[src/sv/nmf_pkg.sv]
// ----------------------------------------------------------------------------
// nmf_pkg
// Shared types and constants for the 3x3 neighbour median filter.
// ----------------------------------------------------------------------------
`default_nettype none

package nmf_pkg;

   localparam int CH_W     = 8;
   localparam int NB_COUNT = 8;
   localparam int REG_W    = 12;

   localparam logic [REG_W-1:0] WIDTH_RESET  = 12'd640;
   localparam logic [REG_W-1:0] HEIGHT_RESET = 12'd480;
   localparam logic [REG_W-1:0] MIN_DIM      = 12'd3;

   // register indexes
   localparam logic REG_FRAME_WIDTH  = 1'b0;
   localparam logic REG_FRAME_HEIGHT = 1'b1;

   // item kinds
   localparam logic ACT_PIXEL = 1'b0;
   localparam logic ACT_FLUSH = 1'b1;

   // packed as in the line stores: blue in the low byte, red on top
   typedef struct packed {
      logic [CH_W-1:0] red;
      logic [CH_W-1:0] green;
      logic [CH_W-1:0] blue;
   } pixel_type;

   typedef logic [NB_COUNT-1:0][CH_W-1:0] nbr_set_type;

   typedef struct packed {
      logic filter;
      logic row_end;
      logic frame_end;
   } emit_ctl_type;

endpackage

`default_nettype wire

[src/sv/nmf_median_lane.sv]
// ----------------------------------------------------------------------------
// nmf_median_lane
// Median of eight 8-bit values: floor of mean of 4th and 5th smallest.
// ----------------------------------------------------------------------------
`default_nettype none

module nmf_median_lane (
   input  wire                          clock,
   input  wire                          enable,
   input  wire  nmf_pkg::nbr_set_type   nbrs,
   output logic [nmf_pkg::CH_W-1:0]     median
);
   import nmf_pkg::*;

   logic [2:0]      rank [NB_COUNT];
   logic [CH_W-1:0] low_val;
   logic [CH_W-1:0] high_val;
   logic [CH_W:0]   pair_sum;
   logic [CH_W-1:0] median_ff;
   logic [CH_W-1:0] median_in;

   // rank by count of smaller values; ties broken by position so ranks are unique
   always_comb begin
      for (int i = 0; i < NB_COUNT; i++) begin
         rank[i] = 3'd0;
         for (int j = 0; j < NB_COUNT; j++) begin
            if (j != i) begin
               if ((nbrs[j] < nbrs[i]) || ((nbrs[j] == nbrs[i]) && (j < i))) begin
                  rank[i] = rank[i] + 3'd1;
               end
            end
         end
      end
   end

   always_comb begin
      low_val  = '0;
      high_val = '0;
      for (int i = 0; i < NB_COUNT; i++) begin
         if (rank[i] == 3'd3) begin
            low_val = low_val | nbrs[i];
         end
         if (rank[i] == 3'd4) begin
            high_val = high_val | nbrs[i];
         end
      end
      pair_sum  = {1'b0, low_val} + {1'b0, high_val};
      median_in = pair_sum[CH_W:1];
   end

   always_ff @(posedge clock) begin
      if (enable) begin
         median_ff <= median_in;
      end
   end

   assign median = median_ff;

endmodule

`default_nettype wire

[config.mk]
export PLATFORM = sky130hd
export DESIGN_NAME = nmf_median_lane
export DESIGN_NICKNAME = d
export VERILOG_FILES = /design/src/sv/nmf_pkg.sv /design/src/sv/nmf_median_lane.sv
export SDC_FILE = /design/constraint.sdc
export NUM_CORES = 1
export LEC_CHECK = 0
export ABC_CLOCK_PERIOD_IN_PS = 22600
export BUFFER_PORTS_ARGS = -buffer_cell sky130_fd_sc_hd__buf_2
export CORE_MARGIN = 8
export CORE_UTILIZATION = 45
export CTS_CLUSTER_DIAMETER = 150
export CTS_CLUSTER_SIZE = 28
export DETAILED_ROUTE_END_ITERATION = 8
export PLACE_DENSITY = 0.69
export SETUP_SLACK_MARGIN = 0.02
export SYNTH_ARGS = -nofsm -noshare
export SYNTH_HDL_FRONTEND = slang
export SYNTH_SLANG_ARGS = --single-unit
[constraint.sdc]
create_clock -name clock -period 22.6 [get_ports clock]
set_input_delay 2.26 -clock clock [delete_from_list [all_inputs] [get_ports clock]]
set_output_delay 2.26 -clock clock [all_outputs]
set_load 0.05 [all_outputs]
==> summary.txt <==
status - finished with violations
failing checks - design-rule violations
Post-synth EDFFs - 8
Yosys warning count - 0
GRT overflow - 0
vias post-DR - 9026
starting density of the core - 45.9%
crit start category - input port
max-cap violations - 0
synth-to-layout area growth - 8.44%
NumNets Final - 1507
CP arrival - 9.81 ns
post-synth cell types - 95
hold path cells - 1
commonest non-fill, non-tap cells in the layout - ha_1 (277), a21oi_1 (100), inv_1 (90)
initial antenna violation count - 0
vias in the first global route - 8407
CP Capture Type - register
post-DP HPWL - 26000 um
largest net degree at the start of global routing - 11
cells after synthesis - 1090
Leak - 4.69 nW
Final Cycle Share - 43.5%
Core Footprint - 19500 um^2
Tmin final - 9.83 ns
Final WS setup - 12.77 ns
Overall Power - 1.15 mW
row cnt - 51
syn_area_per_cell - 8.20 um^2
die area - 24600 um^2
Die Wd - 157 um
fin util - 49.8%
DRC viols - 13
worst slew pin tran - 0.897 ns
Synth Register Bits - 8
sequential area share after synthesis - 2.69%
Clock Path Buffers - 2
PortBufs - 73
io pins - 74
setup_tns - 0 ns
Setup WS pre-CTS - 12.80 ns
H-Tree Depth - 1
Peak VDD IR - 0.112 mV
drt total wl - 30400 um
total global-route track usage - 24.2%
Root Buffer - clkbuf_16
placed cell area - 9620 um^2
TritonCTS Buffers - 3
Max stage delay cell, worst path - fa_1
Cell Pwr Density - 119 nW/um^2
crit-path max FO - 7
clock sinks - 8
CP Class - in2reg
first-pass GRT wire length - 47000 um
Reg clk slew, reported paths - 0.04 ns
Die Y - 157 um
commonest non-fill, non-tap cell in the layout - ha_1
final number of max-transition violations - 0
Critical Path RT - 22.58 ns
Slew HR - 40.2%
max reg flops - 8
Cell Area, Synth - 8940 um^2
# diodes - 0
GPL Wtd Cong - 0.984
Antenna Nets Post-Route - 0
CTS tree - yes
RSZ-0062 raised after global routing - no
CTS resizes - 0
Finished Cell Area - 9700 um^2
Post-Syn Nets - 1434
via/cell ratio - 6.33
DR WL/cell - 21.3 um
final hold violations - 0
crit-path max cell delay - 0.42 ns
cell mode on critical path - ha_1
Hold WC Path Type - in2reg
layout cells sized above 1 - 12.3%
post-CTS setup repair buffer count - 0
Top FF cell, synth - edfxtp_1
Detailed Route Iter0 Violations - 908
Post-CTS Hold Buffers - 0
fmax - 0.102 GHz
Synth async-reset ratio - 0%
# setup viols final - 0
TritonRoute pass-1 iters - 9
-- final timing paths --
check	slack [ns]	start	end
worst max-delay path	12.77	nbrs[57]	median[7]
worst min-delay path	2.38	enable	median[5]
-- through the flow --
stage,hold WS [ns],cells
floorplan,2.37,1090
global placement,2.61,1423
detailed placement,2.61,1423
CTS,2.37,1426
global route,2.39,1426
finish,2.38,1426
-- worst max-delay path, delay by kind of cell --
| kind | cells | cell delay, ns |
|---|---|---|
| buf+inv | 4 | 0.55 |
| xor+xnor | 1 | 0.32 |
| mux | 1 | 0.26 |
| fa+ha+maj | 7 | 1.95 |
| compound gates | 15 | 2.92 |
| simple gates | 8 | 1.51 |
-- area by class of cell --
cell class,count,area (um^2)
clock buffers,3,75.1
fillers,1874,9770
inverters,91,342
multi-input cells,985,8330
flip-flops and latches,8,240
well taps,265,332
repair buffers,74,373
-- logic make-up after synthesis --
group                    Yosys count  synth area share [%]
flip-flops                         8                  2.69
XOR/XNOR                          71                  9.21
adder cells (fa/ha/maj)          278                  39.0
buffers and inverters             97                  4.10
AND/OR/NAND/NOR                  311                  18.7
multiplexers                       9                  1.22
AO/OA/AOI/OAI                    316                  25.1
-- power by group --
group	leakage, nW	switching (mW)	internal [mW]
Clock	0.0370	0.00683	0.0228
Sequential	0.0782	0.00144	0.0537
Combinational	4.57	0.628	0.436
Total	4.69	0.637	0.513
-- synthesized netlist by cell type (4+ instances only) --
master / count / area share, %
nand2_1: 78 / 3.3
a21oi_1: 100 / 5.6
a21o_1: 16 / 1.3
ha_1: 277 / 39
edfxtp_1: 8 / 2.7
a211o_1: 5 / 0.49
xor2_1: 11 / 1.1
nand3_1: 41 / 2.3
o22ai_1: 5 / 0.35
nor2_2: 4 / 0.28
or2_2: 11 / 0.77
o21ai_1: 5 / 0.28
and2_1: 10 / 0.70
a31oi_1: 6 / 0.42
xnor2_1: 40 / 3.9
nor2b_1: 28 / 2.0
inv_1: 90 / 3.8
o211ai_1: 21 / 1.8
o21a_1: 12 / 1.0
nor2_1: 36 / 1.5
a22oi_1: 15 / 1.3
o31a_1: 5 / 0.49
or2_1: 4 / 0.28
or3_1: 6 / 0.42
a211oi_1: 8 / 0.67
and3_1: 6 / 0.42
nor3_1: 10 / 0.56
o21ai_0: 31 / 1.7
nand4_1: 46 / 3.2
a222oi_1: 28 / 3.1
o21bai_1: 4 / 0.34
xnor3_1: 7 / 1.8
xnor2_2: 10 / 1.8
-- routing by layer --
| layer | vias up | global-route usage, % | wire [um] | part of all wire (%) |
|---|---|---|---|---|
| met5 | - | 0 | 0 | 0 |
| met3 | 73 | 2.22 | 2280 | 7.5 |
| met2 | 392 | 40.0 | 13500 | 44 |
| met1 | 4203 | 32.7 | 13500 | 45 |
| li1 | 4358 | - | - | - |
| met4 | 0 | 6.91 | 1020 | 3.4 |
No activity file was read; power rests on OpenSTA's default activity.
